`config.mk`:
```
export PLATFORM = sky130hd
export DESIGN_NAME = charlieplex_percent_display_scan_flat
export DESIGN_NICKNAME = d
export VERILOG_FILES = /design/src/hw/rtl/cpds_pkg.sv /design/src/hw/rtl/cpds_if.sv /design/src/hw/rtl/cpds_dp.sv /design/src/hw/rtl/cpds_useq.sv /design/src/hw/rtl/charlieplex_percent_display_scan.sv /design/src/flat_wrapper.sv
export VERILOG_INCLUDE_DIRS = /design/src /design/src/hw/rtl
export SDC_FILE = /design/constraint.sdc
export NUM_CORES = 1
export LEC_CHECK = 0
export BUFFER_PORTS_ARGS = -buffer_cell sky130_fd_sc_hd__buf_2
export CAP_MARGIN = 25
export CORE_AREA = 3 3 122 65
export DETAILED_ROUTE_END_ITERATION = 7
export DIE_AREA = 0 0 125 68
export GPL_TIMING_DRIVEN = 0
export PLACE_DENSITY = 0.66
export SLEW_MARGIN = 25
export SYNTH_ARGS = -nofsm -noshare
export SYNTH_HDL_FRONTEND = slang
export SYNTH_SLANG_ARGS = --single-unit
```
`constraint.sdc`:
```
create_clock -name clk -period 3.95 [get_ports clk]
set_clock_uncertainty 0.15 [all_clocks]
set_input_delay 0.5925 -clock clk [delete_from_list [all_inputs] [get_ports clk]]
set_output_delay 0.5925 -clock clk [all_outputs]
set_load 0.005 [all_outputs]
```
`src/hw/rtl/charlieplex_percent_display_scan_macros.svh`:
```
// Assertion macros used by the display scan sequencer RTL.
`ifndef CHARLIEPLEX_PERCENT_DISPLAY_SCAN_MACROS_SVH
`define CHARLIEPLEX_PERCENT_DISPLAY_SCAN_MACROS_SVH
`ifndef SYNTHESIS
`define CPDS_ASSERT_IMP(label, clk, rst_n, ante, cons) \
    label: assert property (@(posedge clk) disable iff (!rst_n) (ante) |-> (cons)) \
        else $error("cpds assertion failed");
`define CPDS_ASSERT_NXT(label, clk, rst_n, ante, cons) \
    label: assert property (@(posedge clk) disable iff (!rst_n) (ante) |=> (cons)) \
        else $error("cpds assertion failed");
`else
`define CPDS_ASSERT_IMP(label, clk, rst_n, ante, cons)
`define CPDS_ASSERT_NXT(label, clk, rst_n, ante, cons)
`endif
`endif

```
`src/hw/rtl/cpds_pkg.sv`:
```
// Types, constants, microcode and lookup tables for the display scan.
package cpds_pkg;

    localparam int UPC_W = 3;

    typedef enum logic [2:0] {
        SRC_PCT,
        SRC_CHG,
        SRC_H0,
        SRC_H1,
        SRC_TENS,
        SRC_UNITS
    } src_t;

    typedef enum logic [1:0] {
        COND_ALWAYS,
        COND_CHG,
        COND_HUND,
        COND_TENS
    } cond_t;

    typedef struct packed {
        src_t             src;
        cond_t            cond;
        logic [UPC_W-1:0] fail_pc;
        logic             last;
    } uword_t;

    typedef struct packed {
        logic [2:0] hi;
        logic [2:0] lo;
    } pin_pair_t;

    // Sequencer to datapath.
    typedef struct packed {
        logic load;
        logic emit;
        src_t src;
        logic last_step;
    } ctl_t;

    // Datapath to sequencer.
    typedef struct packed {
        logic chg;
        logic hund;
        logic tens_en;
        logic seg_final;
        logic slot_free;
    } stat_t;

    localparam logic [UPC_W-1:0] PC_PCT   = 3'd0;
    localparam logic [UPC_W-1:0] PC_CHG   = 3'd1;
    localparam logic [UPC_W-1:0] PC_HUND  = 3'd2;
    localparam logic [UPC_W-1:0] PC_HUND1 = 3'd3;
    localparam logic [UPC_W-1:0] PC_TENS  = 3'd4;
    localparam logic [UPC_W-1:0] PC_UNITS = 3'd5;

    localparam logic [7:0] PCT_SAT = 8'd100;
    localparam logic [7:0] RADIX   = 8'd10;
    // Multiply by RECIP and shift right by RECIP_SH divides by ten for values below 100.
    localparam logic [7:0] RECIP    = 8'd205;
    localparam int         RECIP_SH = 11;

    localparam pin_pair_t PINS_PCT = '{hi: 3'd1, lo: 3'd4};
    localparam pin_pair_t PINS_CHG = '{hi: 3'd2, lo: 3'd4};
    localparam pin_pair_t PINS_H0  = '{hi: 3'd2, lo: 3'd3};
    localparam pin_pair_t PINS_H1  = '{hi: 3'd1, lo: 3'd3};

    // The frame program. A step whose condition fails jumps to fail_pc.
    function automatic uword_t ucode_f(logic [UPC_W-1:0] pc);
        uword_t w;
        case (pc)
            PC_PCT:   w = '{src: SRC_PCT,   cond: COND_ALWAYS, fail_pc: PC_CHG,   last: 1'b0};
            PC_CHG:   w = '{src: SRC_CHG,   cond: COND_CHG,    fail_pc: PC_HUND,  last: 1'b0};
            PC_HUND:  w = '{src: SRC_H0,    cond: COND_HUND,   fail_pc: PC_TENS,  last: 1'b0};
            PC_HUND1: w = '{src: SRC_H1,    cond: COND_ALWAYS, fail_pc: PC_TENS,  last: 1'b0};
            PC_TENS:  w = '{src: SRC_TENS,  cond: COND_TENS,   fail_pc: PC_UNITS, last: 1'b0};
            PC_UNITS: w = '{src: SRC_UNITS, cond: COND_ALWAYS, fail_pc: PC_UNITS, last: 1'b1};
            default:  w = '{src: SRC_UNITS, cond: COND_ALWAYS, fail_pc: PC_UNITS, last: 1'b1};
        endcase
        return w;
    endfunction

    // Seven-segment patterns, bit 0 is segment A.
    function automatic logic [6:0] seg_mask_f(logic [3:0] d);
        logic [6:0] m;
        case (d)
            4'd0:    m = 7'h3F;
            4'd1:    m = 7'h06;
            4'd2:    m = 7'h5B;
            4'd3:    m = 7'h4F;
            4'd4:    m = 7'h66;
            4'd5:    m = 7'h6D;
            4'd6:    m = 7'h7D;
            4'd7:    m = 7'h07;
            4'd8:    m = 7'h7F;
            4'd9:    m = 7'h6F;
            default: m = 7'h3F;
        endcase
        return m;
    endfunction

    function automatic pin_pair_t tens_pins_f(logic [2:0] s);
        pin_pair_t p;
        case (s)
            3'd0:    p = '{hi: 3'd1, lo: 3'd2};
            3'd1:    p = '{hi: 3'd2, lo: 3'd1};
            3'd2:    p = '{hi: 3'd3, lo: 3'd2};
            3'd3:    p = '{hi: 3'd3, lo: 3'd1};
            3'd4:    p = '{hi: 3'd4, lo: 3'd1};
            3'd5:    p = '{hi: 3'd4, lo: 3'd2};
            3'd6:    p = '{hi: 3'd4, lo: 3'd3};
            default: p = '{hi: 3'd1, lo: 3'd2};
        endcase
        return p;
    endfunction

    function automatic pin_pair_t units_pins_f(logic [2:0] s);
        pin_pair_t p;
        case (s)
            3'd0:    p = '{hi: 3'd0, lo: 3'd1};
            3'd1:    p = '{hi: 3'd1, lo: 3'd0};
            3'd2:    p = '{hi: 3'd0, lo: 3'd2};
            3'd3:    p = '{hi: 3'd2, lo: 3'd0};
            3'd4:    p = '{hi: 3'd0, lo: 3'd3};
            3'd5:    p = '{hi: 3'd3, lo: 3'd0};
            3'd6:    p = '{hi: 3'd4, lo: 3'd0};
            default: p = '{hi: 3'd0, lo: 3'd1};
        endcase
        return p;
    endfunction

endpackage

```
`src/hw/rtl/cpds_if.sv`:
```
// Valid/ready channel interfaces for the input item and the drive-step beat.
interface cpds_in_if;
    logic       valid;
    logic       ready;
    logic [7:0] soc;
    logic       charging;

    modport source (output valid, output soc, output charging, input ready);
    modport sink (input valid, input soc, input charging, output ready);
endinterface

interface cpds_out_if;
    logic       valid;
    logic       ready;
    logic [2:0] high_pin;
    logic [2:0] low_pin;
    logic       last_step;

    modport source (output valid, output high_pin, output low_pin, output last_step,
                    input ready);
    modport sink (input valid, input high_pin, input low_pin, input last_step,
                  output ready);
endinterface

```
`src/hw/rtl/cpds_dp.sv`:
```
// Datapath: digit split, segment picking, pin lookup and the output register.
module cpds_dp
    import cpds_pkg::*;
(
    input  logic              clk,
    input  logic              rst_n,
    input  logic [7:0]        soc,
    input  logic              charging,
    input  ctl_t              ctl,
    output stat_t             stat,
    cpds_out_if.source        out_step
);

    logic       chg_reg;
    logic       hund_reg;
    logic       tens_en_reg;
    logic [3:0] tens_reg;
    logic [3:0] units_reg;
    logic [6:0] done_reg;
    logic [6:0] done_next;
    logic       out_valid_reg;
    pin_pair_t  out_pins_reg;
    logic       out_last_reg;

    logic        sat;
    logic [6:0]  v7;
    logic [14:0] prod;
    logic [3:0]  q;
    logic [6:0]  q10;
    logic [6:0]  rem7;

    logic        is_digit;
    logic [3:0]  digit;
    logic [6:0]  mask;
    logic [6:0]  remain;
    logic [6:0]  pick;
    logic [2:0]  seg_idx;
    pin_pair_t   pins;
    logic        slot_free;

    // Divide by ten via reciprocal multiply; only used for values below 100.
    assign sat  = (soc >= PCT_SAT);
    assign v7   = soc[6:0];
    assign prod = 15'(v7) * 15'(RECIP);
    assign q    = prod[RECIP_SH +: 4];
    assign q10  = {q, 3'b000} + {2'b00, q, 1'b0};
    assign rem7 = v7 - q10;

    assign is_digit = (ctl.src == SRC_TENS) || (ctl.src == SRC_UNITS);
    assign digit    = (ctl.src == SRC_TENS) ? tens_reg : units_reg;
    assign mask     = seg_mask_f(digit);
    assign remain   = mask & ~done_reg;
    assign pick     = remain & (~remain + 7'd1);

    always_comb
    begin
        seg_idx = 3'd0;
        for (int i = 0; i < 7; i++)
        begin
            if (pick[i])
            begin
                seg_idx = 3'(i);
            end
        end
    end

    always_comb
    begin
        case (ctl.src)
            SRC_PCT:   pins = PINS_PCT;
            SRC_CHG:   pins = PINS_CHG;
            SRC_H0:    pins = PINS_H0;
            SRC_H1:    pins = PINS_H1;
            SRC_TENS:  pins = tens_pins_f(seg_idx);
            SRC_UNITS: pins = units_pins_f(seg_idx);
            default:   pins = PINS_PCT;
        endcase
    end

    assign slot_free = !out_valid_reg || out_step.ready;

    always_comb
    begin
        done_next = done_reg;
        if (ctl.emit && is_digit)
        begin
            done_next = stat.seg_final ? 7'd0 : (done_reg | pick);
        end
    end

    assign stat.chg       = chg_reg;
    assign stat.hund      = hund_reg;
    assign stat.tens_en   = tens_en_reg;
    assign stat.seg_final = !is_digit || ((remain & ~pick) == 7'd0);
    assign stat.slot_free = slot_free;

    always_ff @(posedge clk or negedge rst_n)
    begin
        if (!rst_n)
        begin
            done_reg      <= 7'd0;
            out_valid_reg <= 1'b0;
        end
        else
        begin
            done_reg <= done_next;
            if (ctl.emit)
            begin
                out_valid_reg <= 1'b1;
            end
            else if (out_step.ready)
            begin
                out_valid_reg <= 1'b0;
            end
        end
    end

    always_ff @(posedge clk)
    begin
        if (ctl.load)
        begin
            chg_reg     <= charging;
            hund_reg    <= sat;
            tens_en_reg <= (soc >= RADIX);
            tens_reg    <= sat ? 4'd0 : q;
            units_reg   <= sat ? 4'd0 : rem7[3:0];
        end
        if (ctl.emit)
        begin
            out_pins_reg <= pins;
            out_last_reg <= ctl.last_step;
        end
    end

    assign out_step.valid     = out_valid_reg;
    assign out_step.high_pin  = out_pins_reg.hi;
    assign out_step.low_pin   = out_pins_reg.lo;
    assign out_step.last_step = out_last_reg;

endmodule

```
`src/hw/rtl/cpds_useq.sv`:
```
// Microcoded sequencer: program counter, control store and conditional jumps.
`include "charlieplex_percent_display_scan_macros.svh"
module cpds_useq
    import cpds_pkg::*;
(
    input  logic  clk,
    input  logic  rst_n,
    input  logic  start,
    input  stat_t stat,
    output ctl_t  ctl,
    output logic  busy
);

    logic             busy_reg;
    logic             busy_next;
    logic [UPC_W-1:0] upc_reg;
    logic [UPC_W-1:0] upc_next;
    uword_t           uw;
    logic             cond_ok;

    assign uw = ucode_f(upc_reg);

    always_comb
    begin
        case (uw.cond)
            COND_ALWAYS: cond_ok = 1'b1;
            COND_CHG:    cond_ok = stat.chg;
            COND_HUND:   cond_ok = stat.hund;
            COND_TENS:   cond_ok = stat.tens_en;
            default:     cond_ok = 1'b1;
        endcase
    end

    always_comb
    begin
        busy_next = busy_reg;
        upc_next  = upc_reg;
        ctl.load      = start;
        ctl.emit      = 1'b0;
        ctl.src       = uw.src;
        ctl.last_step = uw.last && stat.seg_final;
        if (start)
        begin
            busy_next = 1'b1;
            upc_next  = PC_PCT;
        end
        else if (busy_reg && stat.slot_free)
        begin
            if (!cond_ok)
            begin
                upc_next = uw.fail_pc;
            end
            else
            begin
                ctl.emit = 1'b1;
                // A digit step repeats until its last lit segment goes out.
                if (stat.seg_final)
                begin
                    if (uw.last)
                    begin
                        busy_next = 1'b0;
                        upc_next  = PC_PCT;
                    end
                    else
                    begin
                        upc_next = upc_reg + 3'd1;
                    end
                end
            end
        end
    end

    always_ff @(posedge clk or negedge rst_n)
    begin
        if (!rst_n)
        begin
            busy_reg <= 1'b0;
            upc_reg  <= PC_PCT;
        end
        else
        begin
            busy_reg <= busy_next;
            upc_reg  <= upc_next;
        end
    end

    assign busy = busy_reg;

    `CPDS_ASSERT_IMP(a_emit_busy, clk, rst_n, ctl.emit, busy_reg && stat.slot_free)
    `CPDS_ASSERT_IMP(a_pc_range, clk, rst_n, busy_reg, upc_reg <= PC_UNITS)
    `CPDS_ASSERT_NXT(a_start_pc, clk, rst_n, start, busy_reg && upc_reg == PC_PCT)
    `CPDS_ASSERT_NXT(a_end_idle, clk, rst_n, ctl.emit && ctl.last_step, !busy_reg)
    `CPDS_ASSERT_IMP(a_last_units, clk, rst_n, ctl.emit && ctl.last_step,
                     upc_reg == PC_UNITS)

endmodule

```
`src/hw/rtl/charlieplex_percent_display_scan.sv`:
```
// The input beat loads the digit registers and sets busy; the first drive step is then
// registered in the output register once it is free. A frame holds N lit steps (3 to 16);
// each skipped optional step (charge mark, hundreds, tens) costs the sequencer a jump.
// The step rate is set by the microcode sequencer, which emits at most one step per cycle.
// Output stalls hold the sequencer; the next input is taken while the last beat waits.
// Reset clears the sequencer, done mask and output valid; loaded values are not reset.
module charlieplex_percent_display_scan
    import cpds_pkg::*;
(
    input  logic       clk,
    input  logic       rst_n,
    cpds_in_if.sink    in_item,
    cpds_out_if.source out_step
);

    ctl_t  ctl;
    stat_t stat;
    logic  busy;
    logic  start;

    assign in_item.ready = !busy;
    assign start         = in_item.valid && !busy;

    cpds_useq u_useq (
        .clk   (clk),
        .rst_n (rst_n),
        .start (start),
        .stat  (stat),
        .ctl   (ctl),
        .busy  (busy)
    );

    cpds_dp u_dp (
        .clk      (clk),
        .rst_n    (rst_n),
        .soc      (in_item.soc),
        .charging (in_item.charging),
        .ctl      (ctl),
        .stat     (stat),
        .out_step (out_step)
    );

endmodule
```
`src/flat_wrapper.sv`:
```
// flat-port wrapper written by rule: the top's interface ports become plain ports
module charlieplex_percent_display_scan_flat import cpds_pkg::*;
  (clk, rst_n, in_item_valid, in_item_soc, in_item_charging, in_item_ready, out_step_valid, out_step_high_pin, out_step_low_pin, out_step_last_step, out_step_ready);
  cpds_in_if in_item_i ();
  cpds_out_if out_step_i ();
  input  logic clk;
  input  logic rst_n;
  input wire logic [$bits(in_item_i.valid)-1:0] in_item_valid;
  input wire logic [$bits(in_item_i.soc)-1:0] in_item_soc;
  input wire logic [$bits(in_item_i.charging)-1:0] in_item_charging;
  output wire logic [$bits(in_item_i.ready)-1:0] in_item_ready;
  output wire logic [$bits(out_step_i.valid)-1:0] out_step_valid;
  output wire logic [$bits(out_step_i.high_pin)-1:0] out_step_high_pin;
  output wire logic [$bits(out_step_i.low_pin)-1:0] out_step_low_pin;
  output wire logic [$bits(out_step_i.last_step)-1:0] out_step_last_step;
  input wire logic [$bits(out_step_i.ready)-1:0] out_step_ready;
  assign in_item_i.valid = in_item_valid;
  assign in_item_i.soc = in_item_soc;
  assign in_item_i.charging = in_item_charging;
  assign in_item_ready = in_item_i.ready;
  assign out_step_valid = out_step_i.valid;
  assign out_step_high_pin = out_step_i.high_pin;
  assign out_step_low_pin = out_step_i.low_pin;
  assign out_step_last_step = out_step_i.last_step;
  assign out_step_i.ready = out_step_ready;
  charlieplex_percent_display_scan u_core (.clk(clk), .rst_n(rst_n), .in_item(in_item_i), .out_step(out_step_i));
endmodule
```
==> reports/results.ini <==
[routing]
antenna_left = 0
via_count = 2560
dr.pass1.iters = 5
detail_route.wirelength_mm = 6.80
routed_via_density = 5.59
detailedRoute.firstIterationViolations = 314
drc = 0
wl_per_cell_um = 14.9

[floorplan]
die-height_um = 68
core_region_area_um2 = 6780
initial_core_util_pct = 45.8
ios = 22
design.die.area_um2 = 8500
core.rowCount = 21
die-width_um = 125

[worst_setup_path]
criticalPathCategory = in2reg
highest_net_fanout_along_the_worst_path = 4
worst-r2r-setup-slack_ns = 0.18
worst_r2r_startpoint = u_core.u_useq.upc_reg[0]
worstSetupEndpointType = flip-flop
critPathLaunchType = primary input
reg2reg_to = u_core.u_dp.out_step.low_pin[1]
cp_data_required_time_ns = 3.81
r2r_cells = 16
arrival_ns = 4.19

[synth]
synth_enable_flop_cells = 18
dominantRegCellSynth = sky130_fd_sc_hd__edfxtp_1
postSynthCellCount = 327
syn_nets = 404
ys_warn_count = 0
post_synth.cell_area_avg_um2 = 9.50
ys_async_sr_fraction_pct = 40.0
synthTopCellsByArea = sky130_fd_sc_hd__ha_1 23%, sky130_fd_sc_hd__edfxtp_1 17%, sky130_fd_sc_hd__dfrtp_1 9.7%
synth_largest_area_cell = sky130_fd_sc_hd__ha_1
synth_cell_type_count = 63
netlist.area_leader.share_pct = 22.6
sequential_to_total_area_share_from_yosys_stat_pct = 27.1
ys_ff_latch = 30
synth.cell_area_um2 = 3110

[clock_tree]
clock_tree.buffer_depth = 2
cts.reportedPaths.clkPinSlew_ns = 0.05
cts_tree = done
cts-root-buf = sky130_fd_sc_hd__clkbuf_16
clkSinkCount = 30
clock_h_tree_levels = 2
cts_hold_buffers = 0
cts_made_buffers = 5
clock_latency_ns = 0.27

[finish]
largest_register_ffs = 7
nFillCells = 606
regArea_um2 = 841
area_taken_by_multi_input_logic_gates_um2 = 2230
nNetsFinal = 442
flow.area_growth_from_synthesis_pct = 21.9
n_antenna_cell = 0
layoutNonFillerInstCount = 458
drive_gt1_share_pct = 25.1
most-common-layout-cells = 49 x sky130_fd_sc_hd__ha_1, 33 x sky130_fd_sc_hd__nor2_1, 28 x sky130_fd_sc_hd__inv_1, 19 x sky130_fd_sc_hd__nand2_1, 18 x sky130_fd_sc_hd__edfxtp_1
mostFrequentLayoutCell = sky130_fd_sc_hd__ha_1

[pwr]
power.combinational.fraction_pct = 65.7
power.switching_fraction_pct = 43.7
power_report.internal_total_w = 0.00148
power_leakage_nw = 1.72
power_frac_clock_pct = 13.2
vdd.ir_drop.worst_mv = 0.243
p_per_area_nw_per_um2 = 696
sw_pwr_w = 0.00115
power_frac_seq_pct = 21.1

[sta]
finalHoldViolCount = 0
fmaxAchievable_mhz = 231
post-route-period-util_pct = 110
report.final.slew_viol_count = 0
fin_tns_setup_ns = -0.877
timing.final.ws_setup_ns = -0.378
worstMarginPinSlew_ns = 0.566
unrepaired_setup_endpoints_after_global_routing = yes
finalSetupViolations = 4
finalWorstPathRequiredPeriod_ns = 4.33
timing.slew.headroom_pct = 62.2

[grt]
groute.usage.overall_pct = 16.0
maximum_number_of_pins_on_one_net_before_global_route_repair = 13
number_of_global_route_vias_before_repair = 2470
grt-ovfl-total = 0
grt_pass1_wl_mm = 11.2
grt_antenna_before_repair = 0

[placed_design]
placed_cells_incl_taps = 440
io_buffer_count = 21
gpl.final_weighted_congestion = 0.870
hpwlAfterDp_mm = 5.32

[min_path]
worst_hold_path_type = in2async

[status]
status = finished with violations
violations_in_the_final_reports = negative setup slack

[run]
maxCapViolCount = 0

how the worst max path moves through the flow:
| stage | start | to | depth (start not counted) |
|---|---|---|---|
| floorplan | in_item_soc[4] | u_core.u_dp.units_reg[3] | 18 |
| global placement | in_item_soc[4] | u_core.u_dp.units_reg[3] | 19 |
| detailed placement | in_item_soc[3] | u_core.u_dp.units_reg[3] | 19 |
| CTS | in_item_soc[4] | u_core.u_dp.units_reg[3] | 19 |
| global route | in_item_soc[4] | u_core.u_dp.units_reg[3] | 19 |
| finish | in_item_soc[4] | u_core.u_dp.units_reg[3] | 19 |
layer usage:
layer | track usage (%) | wire length (um) | vias to the layer above | part of all wire (%)
met5 | 0 | 0 | - | 0
met4 | 3.65 | 62 | 0 | 0.91
met3 | 2.88 | 343 | 10 | 5.0
met2 | 30.2 | 3460 | 93 | 51
met1 | 19.6 | 2940 | 1225 | 43
li1 | - | - | 1232 | -
cell usage after synthesis, drive strengths merged (2+ instances only):
master / instances
ha: 56
inv: 37
nor2: 33
a21oi: 19
nand2: 19
edfxtp: 18
dfrtp: 12
o21ai: 12
fa: 8
xnor2: 8
buf: 7
nand2b: 7
nand3: 7
nor2b: 6
nor3: 6
or2: 6
a211oi: 5
a31oi: 4
and3: 4
mux2i: 4
o21bai: 4
o22ai: 4
a221oi: 3
xor2: 3
a21bo: 2
a21boi: 2
a21o: 2
a31o: 2
a41oi: 2
and2: 2
nor3b: 2
nor4: 2
or3: 2
layout make-up:
| cell class | count | area share [%] |
|---|---|---|
| multi-input cells | 252 | 58.9 |
| flip-flops and latches | 30 | 22.2 |
| repair buffers | 31 | 6.12 |
| inverters | 37 | 4.20 |
| clock buffers | 6 | 3.40 |
| well taps | 92 | 3.04 |
| plain buffers | 8 | 1.92 |
| clock inverters | 2 | 0.231 |
logic make-up (layout without fill, tap and decap cells):
family / Yosys count / count (layout) / share of synthesized area [%]
buffers and inverters: 45 / 84 / 6.81
AND/OR/NAND/NOR: 100 / 100 / 16.4
XOR/XNOR: 11 / 11 / 3.10
adder cells (fa/ha/maj): 65 / 65 / 28.0
AO/OA/AOI/OAI: 72 / 72 / 17.3
multiplexers: 4 / 4 / 1.29
flip-flops: 30 / 30 / 27.1
power by group through the flow:
| stage | clock, W | combinational (W) | sequential (W) |
|---|---|---|---|
| 6_report | 0.000349 | 0.00173 | 0.000556 |
| 5_1_grt | 0.000371 | 0.00193 | 0.000568 |
| 4_1_cts | 0.000357 | 0.00159 | 0.000556 |
| 3_5_place_dp | 0 | 0.00154 | 0.000559 |
| 3_3_place_gp | 0 | 0.00150 | 0.000555 |
| 2_1_floorplan | 0 | 0.00120 | 0.000553 |
metrics by stage:
stage	hold slack, ns	power [W]	worst slack, ns	util, %	instance area (um^2)
finish	0.0582	0.00263	-0.378	55.8	3780
global route	0.0734	0.00287	-0.559	55.8	3780
CTS	0.0702	0.00250	-0.314	53.8	3650
detailed placement	0.339	0.00210	-0.974	50.1	3400
global placement	0.339	0.00205	-0.934	50.1	3400
floorplan	0.147	0.00176	-0.458	-	3180
timing repair:
item	in CTS	in global routing
endpoints found under the setup margin	7	11
cloned	0	0
pin swaps	19	4
gates resized for setup	19	17
setup buffers	5	5
critical path: stages:
cell and delay, ns:
sky130_fd_sc_hd__buf_12 0.10, sky130_fd_sc_hd__inv_12 0.03, sky130_fd_sc_hd__ha_4 0.25, sky130_fd_sc_hd__inv_2 0.03, sky130_fd_sc_hd__fa_1 0.51, sky130_fd_sc_hd__inv_2 0.05
sky130_fd_sc_hd__ha_4 0.23, sky130_fd_sc_hd__fa_1 0.44, sky130_fd_sc_hd__ha_1 0.33, sky130_fd_sc_hd__nand3_1 0.10, sky130_fd_sc_hd__o211ai_1 0.10, sky130_fd_sc_hd__o41ai_2 0.31
sky130_fd_sc_hd__o21ba_2 0.22, sky130_fd_sc_hd__xnor2_2 0.12, sky130_fd_sc_hd__ha_1 0.27, sky130_fd_sc_hd__a21oi_2 0.15, sky130_fd_sc_hd__xnor2_1 0.16, sky130_fd_sc_hd__xnor2_1 0.14
sky130_fd_sc_hd__nor2_1 0.05
(Power assumes the default switching activity.)
